[src/sv/pvm_ram.sv]
// Generic single-port RAM with registered read.
module pvm_ram #(
  parameter int unsigned Width = 16,
  parameter int unsigned Depth = 256
) (
  input  logic                     clk_i,
  input  logic                     we_i,
  input  logic [$clog2(Depth)-1:0] addr_i,
  input  logic [Width-1:0]         wdata_i,
  output logic [Width-1:0]         rdata_o
);
  logic [Width-1:0] mem_q [Depth];

  always_ff @(posedge clk_i) begin
    if (we_i) begin
      mem_q[addr_i] <= wdata_i;
    end
    rdata_o <= mem_q[addr_i];
  end
endmodule

[config.mk]
export PLATFORM = sky130hd
export DESIGN_NAME = pvm_ram
export DESIGN_NICKNAME = d
export VERILOG_FILES = /design/src/sv/pvm_ram.sv
export SDC_FILE = /design/constraint.sdc
export NUM_CORES = 2
export LEC_CHECK = 0
export BUFFER_PORTS_ARGS = -buffer_cell sky130_fd_sc_hd__buf_2
export CAP_MARGIN = 40
export CORE_MARGIN = 2
export CORE_UTILIZATION = 25
export CTS_BUF_LIST = sky130_fd_sc_hd__clkbuf_4
export DETAILED_ROUTE_END_ITERATION = 10
export PLACE_DENSITY = 0.49
export SETUP_SLACK_MARGIN = 0.1
export SKIP_CTS_REPAIR_TIMING = 1
export SLEW_MARGIN = 40
export SYNTH_ARGS = -nofsm -noshare
export SYNTH_HDL_FRONTEND = slang
export SYNTH_SLANG_ARGS = --single-unit
[constraint.sdc]
create_clock -name clk_i -period 4.4 [get_ports clk_i]
set_input_delay 1.32 -clock clk_i [delete_from_list [all_inputs] [get_ports clk_i]]
set_output_delay 1.32 -clock clk_i [all_outputs]
set_load 0.01 [all_outputs]
=== Word-level counts from Yosys, hierarchy flattened ===
Memories as Yosys holds them, arrays and structs flattened. A register that Yosys moved wholly into a read port is not among the register bits.
Cells that the tools add are included.

* Register bits: 0
* Output and inout bits: 16
* RAM bits: 4096
* Input port bits: 26
* ROM bits: 0
* Memories: 1
* Bits in latches: 0
* Word-level logic and storage cells: 3

* Bitwise logic cells: 0
* Eq/ne operators: 0
* Div/mod/pow operators: 0
* Magnitude comparators: 0
* Muxes and demuxes: 2
* $mul: 0
* $add $sub $neg: 0
* Shifts and indexed selects: 0
* Reductions and logical operators: 0

{| class="wikitable"
|+ Memory list
! memory !! depth !! width !! rd ports !! clocked after Yosys merged registers in !! wr ports !! line !! RTL
|-
| mem_q || 256 || 16 || 1 || 1 || 1 || 12 || <nowiki>logic [Width-1:0] mem_q [Depth];</nowiki>
|}

{| class="wikitable"
|+ Operator list
! kind !! number
|-
| 1-bit 2-to-1 mux || 2
|}

=== Logic depth before layout (Yosys ltp) ===
* Word-level depth: 2
* Gate-level depth with buffers: 10
* Gate-level depth less buffers: 5

=== Least setup slack after synthesis ===
No wires, ideal clock.

* Kind: input-to-reg
* Start point: input port addr_i[0]
* End point: memory mem_q[145][0] (enable)
* Data required time: 3.991 ns
* Library setup time: 0.409 ns
* Arrival: 3.609 ns
* Cell stages on the path: 7
* Path buffers: 5
* Path slack: 0.382 ns
* Path through: clkbuf_1 > buf_6 > clkbuf_1 > buf_2 > nand2b_1 > clkbuf_1 > nor3_1

{| class="wikitable"
|+ RTL lines
! item !! line !! RTL
|-
| start, declared || 8 || <nowiki>input logic [$clog2(Depth)-1:0] addr_i,</nowiki>
|-
| end, declared || 12 ||
|}

No word-level cell before the write port.

=== Final worst setup path ===
* Start point: register rdata_o[4], read port of mem_q
* End point: output port rdata_o[4]

{| class="wikitable"
|+ RTL lines
! item !! line !! RTL
|-
| start, declared || 10 || <nowiki>output logic [Width-1:0] rdata_o</nowiki>
|}

No word-level cell between the ends.

==> flow_metrics.py <==
metrics = {
    "final_layout": {
        "post-route-util_pct": 30.1,
        "area_delta_synth_final_pct": 20.0,
        "layout_commonest_cell": "edfxtp_1",
        "final_nets": 8320,
        "num-fill-cells": 60300,
        "layout_common_cells": "edfxtp_1 (4096), clkbuf_4 (1590), mux4_2 (1024)",
        "drive_gt1_share_pct": 41.4,
    },
    "logic_synthesis": {
        "syn_inst": 6727,
        "synth_nets": 6753,
        "syn_area_per_cell_um2": 23.1,
        "yosysSeqAreaShare_pct": 79.4,
        "synth-seq-cells": 4112,
        "syn-cell-area_um2": 155000,
        "ys_warn_count": 0,
        "yosysUniqueCellTypes": 22,
    },
    "timing": {
        "finalSetupTns_ps": 0,
        "tightest_slew_ps": 864,
        "final-max-slew-violation-count": 0,
        "finalSetupViolCount": 0,
        "clock_skew_ps": 167,
        "min_period_ps": 4090,
        "clock.fmax_mhz": 244,
        "rsz0062_at_grt": "no",
        "slew_headroom_pct": 42.2,
        "fin_crit_sh_pct": 93.0,
        "finalHoldViolations": 0,
    },
    "clocking": {
        "cts.clk_slew.worst_paths_ps": 70,
        "insertion_delay_ps": 1770,
        "ctsLongestPathBuffers": 5,
        "h-tree-depth": 7,
        "root_buffer": "clkbuf_4",
        "cts_buffers": 1143,
        "cts_sinks": 4112,
        "cts_tree": "yes",
    },
    "worst_setup_path": {
        "crit_path_start_kind": "register",
        "path_cells": "buf_2",
        "crit_arrival_ps": 2770,
        "path_depth": 1,
        "r2r_slack_ps": 1510,
        "critical_path_buf_inv_count": 1,
        "crit_family": "flip-flops",
        "slowest_stage": "dfxtp_1",
        "rr_startpoint": "mem_q[59][3]",
        "crit_start": "rdata_o[4]",
        "worstSetupPathType": "register to primary output",
        "critPathCaptureType": "primary output",
        "r2r_cells": 6,
        "critPathMaxStageDelay_ps": 730,
        "required_ps": 3080,
        "rr_endpoint": "rdata_o[3]",
        "cp_max_fo": 1,
    },
    "placed_design": {
        "gp_congestion": 0.785,
        "hpwl_um": 277000,
        "io_buffers": 41,
    },
    "route": {
        "drt_pre_antenna_iters": 5,
        "num_vias": 80200,
        "routed_wirelength_um": 456000,
        "ant_nets": 0,
        "wl_per_cell_um": 26.3,
        "drc": 0,
        "first_iter_violations": 8723,
        "via_per_inst": 4.63,
    },
    "power_and_ir_drop": {
        "p_per_area_nw_per_um2": 428,
        "max-vdd-ir-drop_v": 0.000227,
        "p_leak_nw": 58.2,
    },
    "global_routing": {
        "grt_pass1_vias": 84400,
        "overflow": 0,
        "antenna_found_initial": 30,
        "track_usage_pct": 14.4,
        "grt_max_degree": 115,
        "grt_pass1_wl_um": 638000,
    },
    "floorplanning": {
        "rows": 289,
        "ios": 42,
        "die_area_um2": 628000,
        "core_region_area_um2": 619000,
        "die_w_um": 792,
        "die_h_um": 792,
        "floorplan.initialDensity_pct": 25.1,
    },
    "min_path": {
        "min_to": "mem_q[163][3]",
        "timing.hold.worst.class": "primary input to register",
        "worstHoldPathCells": 1,
        "worstHoldStart": "wdata_i[3]",
    },
    "outcome": {
        "status": "finished, final reports clean",
    },
    "flow_run": {
        "cap_viol_max_count": 0,
    },
}
flip-flops by register name, indices dropped and copies added (netlist names):
name     count
rdata_o     16
mem_q     4096
cell usage after synthesis:
| cell type | number | area (um2) |
|---|---|---|
| a21oi_1 | 256 | 1280 |
| a22oi_1 | 512 | 3840 |
| and2_1 | 3 | 18.8 |
| buf_1 | 54 | 203 |
| buf_2 | 76 | 380 |
| buf_4 | 16 | 120 |
| buf_6 | 25 | 282 |
| clkbuf_1 | 249 | 935 |
| dfxtp_1 | 16 | 320 |
| edfxtp_1 | 4096 | 123000 |
| inv_1 | 1 | 3.75 |
| mux4_2 | 1024 | 23100 |
| nand2_1 | 28 | 105 |
| nand2b_1 | 6 | 37.5 |
| nand3_1 | 13 | 65.1 |
| nand4_1 | 16 | 100 |
| nor2_1 | 232 | 871 |
| nor2b_1 | 7 | 43.8 |
| nor3_1 | 30 | 150 |
| o41ai_1 | 64 | 561 |
| or2_2 | 2 | 12.5 |
| or3_1 | 1 | 6.26 |
cell families (layout without fill, tap and decap cells):
family,count (synthesis),count (layout),share of synthesized area [%]
buf+inv,421,2691,1.24
compound gates,832,832,3.66
mux,1024,1024,14.8
flops,4112,4112,79.4
simple gates,338,338,0.907
other cells,0,47,0
worst max path at each step:
stage	slack [ps]	end
final	310	rdata_o[4]
after global routing	150	rdata_o[4]
after CTS	-2	rdata_o[4]
after detailed placement	-580	rdata_o[3]
after global placement	-1670	rdata_o[5]
after floorplan	380	mem_q[145][0]
layer usage:
metal / global-route usage, % / part of all wire (%)
met2: 23.9 / 50
met3: 3.21 / 6.7
met4: 4.65 / 2.2
met1: 18.7 / 41
met5: 0 / 0.0057
report_power, final:
part           total (mW)  switching, mW  internal [mW]
Combinational        4.18           2.67           1.51
Sequential           43.3          0.123           43.2
Clock                32.4           15.2           17.2
through the flow:
stage	instances	hold WS [ps]	total power, mW	area [um2]	setup WS (ps)
after floorplan	6727	819	45.9	155000	382
after global routing	17300	-22.8	83.2	186000	149
after detailed placement	15400	1060	48.4	173000	-581
final	17300	148	79.9	186000	306
after CTS	17300	-280	81.0	186000	-1.90
after global placement	15400	1060	48.3	173000	-1670
final cells by class:
type	count	area [um2]	share of cell area [%]
antenna	47	118	0.0631
clock buffer	1590	11900	6.40
clock inverter	258	1300	0.695
inverter	1	3.75	0.00201
multi-input combinational	2194	31200	16.7
sequential	4112	123000	66.2
tap	8293	10400	5.57
timing repair buffer	842	8160	4.38
No activity file was read; power rests on OpenSTA's default activity.
