## src/sv/pvm_pkg.sv

```systemverilog
// Package with the shared types and constants of the PCM voice mixer.
package pvm_pkg;

  localparam int unsigned Voices = 16;
  localparam int unsigned SampleWords = 65536;
  localparam int unsigned VoiceW = $clog2(Voices);
  localparam int unsigned AddrW = $clog2(SampleWords);

  localparam logic [2:0] KindLoad   = 3'd0;
  localparam logic [2:0] KindPlay   = 3'd1;
  localparam logic [2:0] KindPause  = 3'd2;
  localparam logic [2:0] KindResume = 3'd3;
  localparam logic [2:0] KindStop   = 3'd4;
  localparam logic [2:0] KindMix    = 3'd5;

  localparam logic [1:0] StatusDone    = 2'd0;
  localparam logic [1:0] StatusNoSlot  = 2'd1;
  localparam logic [1:0] StatusStale   = 2'd2;

  localparam logic signed [15:0] SampleMax = 16'sh7fff;
  localparam logic signed [15:0] SampleMin = -16'sh8000;

  typedef struct packed {
    logic [2:0]  kind;
    logic [15:0] sample_address;
    logic signed [15:0] sample_value;
    logic [16:0] sample_count;
    logic        mono;
    logic        loop;
    logic [8:0]  voice_volume;
    logic [3:0]  handle_slot;
    logic [7:0]  handle_generation;
  } req_t;

  typedef struct packed {
    logic [1:0]  status;
    logic [3:0]  slot;
    logic [7:0]  generation;
    logic signed [15:0] left_sample;
    logic signed [15:0] right_sample;
  } rsp_t;

  function automatic logic signed [15:0] sat16(input logic signed [17:0] v);
    if (v > 18'sd32767) return SampleMax;
    if (v < -18'sd32768) return SampleMin;
    return v[15:0];
  endfunction

endpackage

```

## src/sv/pvm_scaler.sv

```systemverilog
// Two-step multiplier that scales a sample by the combined Q2.16 gain.
module pvm_scaler (
  input  logic               clk_i,
  input  logic               start_i,
  input  logic        [8:0]  gvol_i,
  input  logic        [8:0]  vgain_i,
  input  logic signed [15:0] sample_i,
  output logic signed [15:0] result_o
);
  import pvm_pkg::*;

  logic [17:0] gain_q;
  logic signed [15:0] sample_q;
  logic signed [34:0] prod;
  logic signed [34:0] adj;

  // The first step registers the unsigned gain and the sample; the product is formed combinationally from them.
  always_ff @(posedge clk_i) begin
    if (start_i) begin
      gain_q   <= 18'(gvol_i) * 18'(vgain_i);
      sample_q <= sample_i;
    end
  end

  always_comb begin
    prod = 35'(sample_q) * $signed({1'b0, gain_q});
    // Bias negative products so the shift truncates toward zero.
    adj = prod[34] ? prod + 35'sd65535 : prod;
    if ($signed(adj[34:16]) > 19'sd32767) begin
      result_o = SampleMax;
    end else if ($signed(adj[34:16]) < -19'sd32768) begin
      result_o = SampleMin;
    end else begin
      result_o = adj[31:16];
    end
  end
endmodule

```

## config.mk

```make
export PLATFORM = sky130hd
export DESIGN_NAME = pvm_scaler
export DESIGN_NICKNAME = d
export VERILOG_FILES = /design/src/sv/pvm_pkg.sv /design/src/sv/pvm_scaler.sv
export SDC_FILE = /design/constraint.sdc
export NUM_CORES = 1
export LEC_CHECK = 0
export BUFFER_PORTS_ARGS = -buffer_cell sky130_fd_sc_hd__buf_2
export CAP_MARGIN = 20
export CELL_PAD_IN_SITES_DETAIL_PLACEMENT = 0
export CELL_PAD_IN_SITES_GLOBAL_PLACEMENT = 2
export CORE_MARGIN = 2
export CORE_UTILIZATION = 38
export CTS_CLUSTER_SIZE = 28
export DETAILED_ROUTE_END_ITERATION = 8
export PLACE_DENSITY = 0.79
export SYNTH_ARGS = -nofsm -noshare
export SYNTH_HDL_FRONTEND = slang
export SYNTH_SLANG_ARGS = --single-unit
```

## constraint.sdc

```tcl
create_clock -name clk_i -period 10.9 [get_ports clk_i]
set_input_delay 1.09 -clock clk_i [delete_from_list [all_inputs] [get_ports clk_i]]
set_output_delay 1.09 -clock clk_i [all_outputs]
set_load 0.01 [all_outputs]
```

* Yosys cells after proc, flatten, opt, wreduce, memory -nomap -nowiden
Index checks and enable logic that the tools add are counted.
** Word-level totals
- Output and inout bits :: 16
- Logic and storage cells :: 10
- Input bits :: 36
- Bits in registers :: 34
** Operators by class
- Multipliers :: 2
- Mux-type cells :: 3
- $add $sub $neg :: 1
- $lt $le $gt $ge :: 2
** Operators with widths (count)
- 35-bit by 17-bit adder with 35-bit output, second input constant :: 1
- 16-bit by 19-bit multiplier with 35-bit output :: 1
- 35-bit 2-to-1 mux :: 1
- 16-bit 2-to-1 mux :: 2
- 19-bit by 16-bit greater-than comparator with 1-bit output, second input constant :: 1
- 19-bit by 16-bit less-than comparator with 1-bit output, second input constant :: 1
- 9-bit by 9-bit multiplier with 18-bit output :: 1

* Logic depth before layout (Yosys ltp)
Gate-level depths: netlist (run 1).
- Word-level depth :: 6
- Depth in mapped cells :: 29
- Mapped depth without buffers :: 25

* Worst setup path after synthesis (run 1)
No wires, ideal clock.
- Path type :: reg-to-output
- From :: reg sample_q[7]
- To :: out result_o[10]
- Arrival time :: 6.974 ns
- Path slack :: 2.836 ns
- Required time :: 9.810 ns
- Cell stages (with the launch flop) :: 29
- Path through :: edfxtp_1 -> clkbuf_1 -> clkbuf_1 -> nand2_1 -> fa_1 -> inv_1 -> fa_1 -> inv_1 -> fa_1 -> inv_1 -> fa_1 -> fa_1 -> inv_1 -> fa_1 -> inv_1 -> ha_1 -> clkbuf_1 -> nand4_1 -> nor3_1 -> o221ai_1 -> and3b_1 -> clkbuf_1 -> o21ba_2 -> xnor2_1 -> nand4bb_1 -> nor4b_2 -> a21boi_1 -> o21ba_1 -> o31ai_1
** Between the ends
- Cells in the longest elaborated chain, start to end :: 6
** RTL lines
- start, declared :: RTL line pvm_scaler.sv:13 : logic signed [15:0] sample_q;
- start signal, assigned :: RTL line pvm_scaler.sv:21 : sample_q <= sample_i;
- 16-bit by 19-bit multiplier with 35-bit output (*) :: RTL line pvm_scaler.sv:26 : prod = 35'(sample_q) * $signed({1'b0, gain_q});
- 35-bit by 17-bit adder with 35-bit output :: RTL line pvm_scaler.sv:28 : adj = prod[34] ? prod + 35'sd65535 : prod;
- 35-bit 2-to-1 mux (*) :: RTL line pvm_scaler.sv:28
- 19-bit by 16-bit less-than comparator with 1-bit output :: RTL line pvm_scaler.sv:31 : end else if ($signed(adj[34:16]) < -19'sd32768) begin
- 16-bit 2-to-1 mux :: RTL line pvm_scaler.sv:31
- 16-bit 2-to-1 mux (*) :: RTL line pvm_scaler.sv:29 : if ($signed(adj[34:16]) > 19'sd32767) begin
- end, declared :: RTL line pvm_scaler.sv:8 : output logic signed [15:0] result_o
Every way passes the cells marked *; elsewhere a longest branch is shown, timed or not.

* Final worst setup path (run 1)
- From :: reg sample_q[7]
- To :: out result_o[2]
Same word-level chain as after synthesis.

==> impl_metrics.csv, run 1 <==
group,metric,value,unit
clock_network,cts_tree,"yes",
clock_network,cts_sinks,34,
setup_path,cp_max_fo,18,
synthesis,yosysTopAreaCell,"fa_1",
setup_path,cp.required,9.81,ns
global_route,antenna_found_initial,0,
clock_network,clockBufferDepth,2,
timing,setup_viol,0,
synthesis,synth_flop_cell,"edfxtp_1",
synthesis,ys_types,69,
clock_network,cts_resized,0,
detailed_routing,drt_iter0_markers,415,
detailed_routing,vias,10480,
layout,area_growth,5.468,%
floorplanning,die_h,197.1,um
layout,fillers,3786,
floorplanning,core,36700,um^2
timing,hold_viol_final,0,
setup_path,end_kind,"output pin",
status,status,"finished clean",
place,routabilityCongestion,0.8207,
setup_path,crit_type,"flip-flop to output pin",
synthesis,syn_inst,1603,
place,portBuffers,51,
timing,tightest_slew,1.004,ns
global_route,grt_max_degree,35,
detailed_routing,wl_per_cell,16.89,um
timing,maxSlewViolCount,0,
synthesis,ys_async_sr_fraction,0,%
hold_path,hold_start,"sample_i[11]",
floorplanning,start_util,38.59,%
layout,nNetsFinal,2064,
global_route,grt_pass1_vias,10980,
floorplanning,dieWidth,197.1,um
timing,finalCriticalPeriod,9.336,ns
floorplanning,dieArea,38830,um^2
synthesis,syn_area_per_cell,8.835,um^2
clock_network,cts_setup_buffers,0,
clock_network,hold_buffers,0,
synthesis,yosysTopAreaCellShare,38.45,%
clock_network,clockRootBuffer,"clkbuf_16",
detailed_routing,drc,0,
synthesis,yosysSeqAreaShare,7.209,%
detailed_routing,postRouteAntennaNets,0,
synthesis,ys_ff_latch,34,
setup_path,arrival,8.25,ns
layout,drive_above_1_share,4.959,%
synthesis,yosysWarnings,0,
global_route,gr-total-overflow,0,
timing,period_share,85.65,%
clock_network,clkTransAtPathRegs,0.06,ns
timing,tns,0,ns
detailed_routing,drt-pass1-iter-count,5,
detailed_routing,vias_per_cell,5.084,
clock_network,htreeDepth,2,
global_route,grt_pass1_wl,57.07,mm
global_route,grt.total_usage,18.63,%
clock_network,cts_buffers,5,
timing,rsz0062_at_grt,"false",
setup_path,startpoint,"sample_q[7]",
timing,slew_headroom,33.04,%
synthesis,synth_area_leaders,"fa_1, ha_1, inv_1",
hold_path,min_path_type,"input pin to flip-flop",
setup_path,startpoint_type,"flip-flop",
place,place_hpwl,28.31,mm
synthesis,synth_nets,2075,
timing,fmax,107.1,MHz
synthesis,syn_area,14160,um^2
synthesis,synth_edf_count,34,
detailed_routing,wirelength,34.81,mm
layout,insertedDiodeCount,0,
floorplanning,std_cell_rows,70,
floorplanning,io_pins,52,
job,maxCapViolCount,0,
## registers in the layout, indices dropped and copies added (netlist names)
register and count:
sample_q 16, gain_q 18
## cells by family (layout without fill, tap and decap cells)
family | after synthesis | after routing | share of synthesized area [%]
and+or+nand+nor | 515 | 515 | 18.20
adders and majority gates | 436 | 436 | 52.94
buffers and inverters | 412 | 402 | 10.98
AOI/OAI and AO/OA | 157 | 157 | 7.616
xor gates and xnor gates | 47 | 47 | 2.907
DFF | 34 | 34 | 7.209
muxes | 2 | 2 | 0.1502
## path summary, 6_finish.rpt
check | end | slack [ns] | cells after the start
setup / recovery | result_o[2] | 1.56 | 25
hold / removal | sample_q[11] | 0.97 | 1
## cells in the final DEF (no fill, tap or decap), types with 4 or more instances in the layout
| master | n |
|---|---|
| and3_1 | 4 |
| o21ai_0 | 24 |
| o211ai_1 | 9 |
| a21oi_1 | 34 |
| nand2b_1 | 13 |
| nand4_1 | 14 |
| nor3_1 | 13 |
| nor4_1 | 4 |
| a31oi_1 | 6 |
| and2_1 | 163 |
| inv_1 | 341 |
| xor2_1 | 15 |
| a211oi_1 | 6 |
| clkbuf_16 | 5 |
| a21boi_0 | 4 |
| nand3_1 | 5 |
| buf_2 | 51 |
| o21ai_1 | 10 |
| edfxtp_1 | 34 |
| or3_1 | 5 |
| o21a_1 | 5 |
| fa_1 | 272 |
| nor2_1 | 46 |
| nor2b_1 | 8 |
| ha_1 | 164 |
| nand2_1 | 223 |
| xnor2_1 | 32 |
| a21o_1 | 20 |
## layout make-up
| type | instances | area (um^2) | area share [%] |
|---|---|---|---|
| clock buffer | 5 | 125.1 | 0.8377 |
| clock inverter | 3 | 68.82 | 0.4607 |
| inverter | 341 | 1280 | 8.569 |
| multi-input combinational | 1157 | 11590 | 77.57 |
| sequential | 34 | 1021 | 6.835 |
| tap | 468 | 585.6 | 3.920 |
| timing repair buffer | 53 | 270.3 | 1.809 |
## synthesized netlist by cell type (all sizes together), types with 3 or more instances
| cell | instances |
|---|---|
| inv | 341 |
| fa | 272 |
| nand2 | 223 |
| ha | 164 |
| and2 | 163 |
| clkbuf | 69 |
| nor2 | 46 |
| a21oi | 36 |
| o21ai | 35 |
| edfxtp | 34 |
| xnor2 | 32 |
| a21o | 20 |
| xor2 | 15 |
| nand4 | 14 |
| nor3 | 14 |
| nand2b | 13 |
| o211ai | 9 |
| nor2b | 8 |
| a211oi | 6 |
| a31oi | 6 |
| or3 | 6 |
| a21boi | 5 |
| nand3 | 5 |
| o21a | 5 |
| and3 | 4 |
| nor4 | 4 |
| o31ai | 4 |
| or2 | 4 |
| o211a | 3 |
| o21bai | 3 |
| o221ai | 3 |
## routing by layer
layer | wire, um | part of all wire (%) | track usage [%]
met1 | 15470 | 44 | 25.45
met2 | 18110 | 52 | 33.10
met3 | 863 | 2.5 | 1.315
met4 | 367 | 1.1 | 2.785
met5 | 0 | 0 | 0
## metrics by stage
| step | utilization [%] | cells | hold slack [ns] | setup slack, ns | area, um^2 |
|---|---|---|---|---|---|
| 6_report | 40.70 | 2061 | 0.9737 | 1.564 | 14940 |
| 5_1_grt | 40.70 | 2061 | 0.9674 | 1.004 | 14940 |
| 4_1_cts | 40.68 | 2060 | 0.9696 | 1.498 | 14930 |
| 3_5_place_dp | 40.15 | 2052 | 1.269 | 1.830 | 14740 |
| 3_3_place_gp | 40.15 | 2052 | 1.267 | 1.905 | 14740 |
| 2_1_floorplan | - | 1603 | 1.189 | 2.836 | 14160 |
## worst max-delay path, cell delays in order, from the launching register on
cell	delay [ns]
edfxtp_1	0.89
nand2_1	0.18
fa_1	0.58
inv_1	0.06
fa_1	0.52
inv_1	0.06
fa_1	0.52
inv_1	0.05
fa_1	0.46
fa_1	0.49
inv_1	0.05
fa_1	0.47
inv_1	0.04
ha_1	0.39
a21oi_1	0.38
o211ai_1	0.17
a221oi_1	0.44
and4_4	0.35
o31ai_4	0.11
o41ai_1	0.44
nor2b_1	0.24
o221ai_1	0.14
o211ai_1	0.25
nand2_1	0.35
o21ai_0	0.16
buf_2	0.15
Power of run 1 is not shown: default switching activity piles up to over one toggle a cycle in this logic, so the estimate is an artifact.
==> run 2, diff against run 1 <==
Settings changed: PLACE_DENSITY 0.79 to 0.8, SKIP_LAST_GASP set to 1.
==> run 2 against run 1 <==
  * Die area is the same
  * Count of clock-buffer cells in the layout is the same
  * Worst setup slack gained 0.045 ns
  * Fmax grew 0.48%
  * Utilization shrank 0.18 points
  * Design area shrank 0.44%
==> impl_metrics.csv, run 2 (same netlist as run 1, synthesis figures left out) <==
group,metric,value,unit
status,status,"finished clean",
clock_network,htreeDepth,2,
setup_path,crit_type,"flip-flop to output pin",
timing,maxSlewViolCount,0,
global_route,grt_pass1_vias,10830,
place,place_hpwl,27.91,mm
layout,fillers,3726,
clock_network,cts_buffers,5,
setup_path,cp.required,9.81,ns
place,routabilityCongestion,0.8312,
floorplanning,dieArea,38830,um^2
layout,drive_above_1_share,4.711,%
layout,largest_register_ffs,18,
global_route,antenna_found_initial,0,
floorplanning,core,36700,um^2
layout,nNetsFinal,2063,
clock_network,clkTransAtPathRegs,0.05,ns
layout,regArea,1021,um^2
timing,finalCriticalPeriod,9.291,ns
global_route,gr-total-overflow,0,
global_route,grt.total_usage,18.12,%
layout,layout_commonest_cell,"inv_1",
global_route,grt_pass1_wl,55.97,mm
layout,insertedDiodeCount,0,
layout,final_cell_mix,"inv_1, fa_1, nand2_1",
timing,setup_viol,0,
job,maxCapViolCount,0,
layout,top_regs,"gain_q: 18 flops, sample_q: 16 flops",
floorplanning,io_pins,52,
detailed_routing,drt-pass1-iter-count,5,
setup_path,startpoint,"sample_q[2]",
clock_network,clockBufferDepth,2,
timing,slew_headroom,42.70,%
clock_network,cts_sinks,34,
layout,multi_input_area,11590,um^2
hold_path,min_path_type,"input pin to flip-flop",
timing,fmax,107.6,MHz
place,portBuffers,51,
clock_network,cts_resized,0,
setup_path,startpoint_type,"flip-flop",
clock_network,cts_setup_buffers,0,
layout,regMostFlops,"gain_q",
floorplanning,std_cell_rows,70,
detailed_routing,drc,0,
detailed_routing,drt_iter0_markers,469,
layout,area_growth,5.010,%
floorplanning,start_util,38.59,%
timing,tns,0,ns
detailed_routing,wirelength,33.89,mm
timing,rsz0062_at_grt,"false",
detailed_routing,vias,10500,
clock_network,clockRootBuffer,"clkbuf_16",
timing,hold_viol_final,0,
clock_network,hold_buffers,0,
setup_path,arrival,8.20,ns
clock_network,cts_tree,"yes",
timing,period_share,85.24,%
detailed_routing,vias_per_cell,5.099,
detailed_routing,wl_per_cell,16.45,um
detailed_routing,postRouteAntennaNets,0,
timing,tightest_slew,0.8594,ns
global_route,grt_max_degree,35,
setup_path,cp_max_fo,18,
setup_path,endpoint,"result_o[10]",
floorplanning,dieWidth,197.1,um
floorplanning,die_h,197.1,um
setup_path,end_kind,"output pin",
## run 2: metal layers
layer	wire (um)	up-vias	global-route usage [%]	share of wire [%]
met5	0	-	0	0
met4	360	0	2.228	1.1
met3	689	21	1.059	2.0
met2	17420	131	31.96	51
met1	15430	5446	25.28	46
li1	-	4906	-	-
## run 2: layout make-up
| type | instances | area share (%) |
|---|---|---|
| multi-input cells | 1157 | 77.91 |
| clock inverters | 3 | 0.07572 |
| clock buffers | 5 | 0.8413 |
| flip-flops and latches | 34 | 6.865 |
| repair buffers | 52 | 1.767 |
| inverters | 341 | 8.607 |
| well taps | 468 | 3.937 |
## run 2: worst min-delay path by stage
stage                 startpoint      endpoint  slack (ns)  cells after the start
CTS                  sample_i[8]   sample_q[8]        0.98                      1
global placement     sample_i[8]   sample_q[8]        1.27                      1
global route        sample_i[11]  sample_q[11]        0.98                      1
floorplan            sample_i[0]   sample_q[0]        1.19                      0
finish              sample_i[12]  sample_q[12]        0.99                      1
detailed placement   sample_i[8]   sample_q[8]        1.27                      1
## run 2: stage by stage
stage | hold slack (ns) | instance area, um^2 | setup WS [ns] | cells | utilization [%]
final | 0.9873 | 14870 | 1.609 | 2060 | 40.53
after global routing | 0.9768 | 14870 | 1.126 | 2060 | 40.53
after CTS | 0.9813 | 14870 | 1.643 | 2060 | 40.53
after detailed placement | 1.268 | 14740 | 1.958 | 2052 | 40.15
after global placement | 1.267 | 14730 | 1.989 | 2051 | 40.13
after floorplan | 1.189 | 14160 | 2.836 | 1603 | -
## run 2: critical path, cell delays in order (launching register included)
cell and delay [ns]:
edfxtp_1 0.90, nand2_1 0.18, fa_1 0.54, fa_1 0.48
fa_1 0.55, fa_1 0.55, inv_1 0.05, fa_1 0.53
inv_1 0.05, fa_1 0.53, inv_1 0.04, ha_1 0.38
nand2_1 0.14, nor2_1 0.12, a21oi_1 0.15, o31ai_1 0.63
a21boi_0 0.30, xor2_1 0.25, nand4bb_1 0.33, nor4b_2 0.33
a21boi_1 0.10, o21ba_1 0.34, o31ai_1 0.28, buf_2 0.16
Power of run 2 is left out for the same reason.
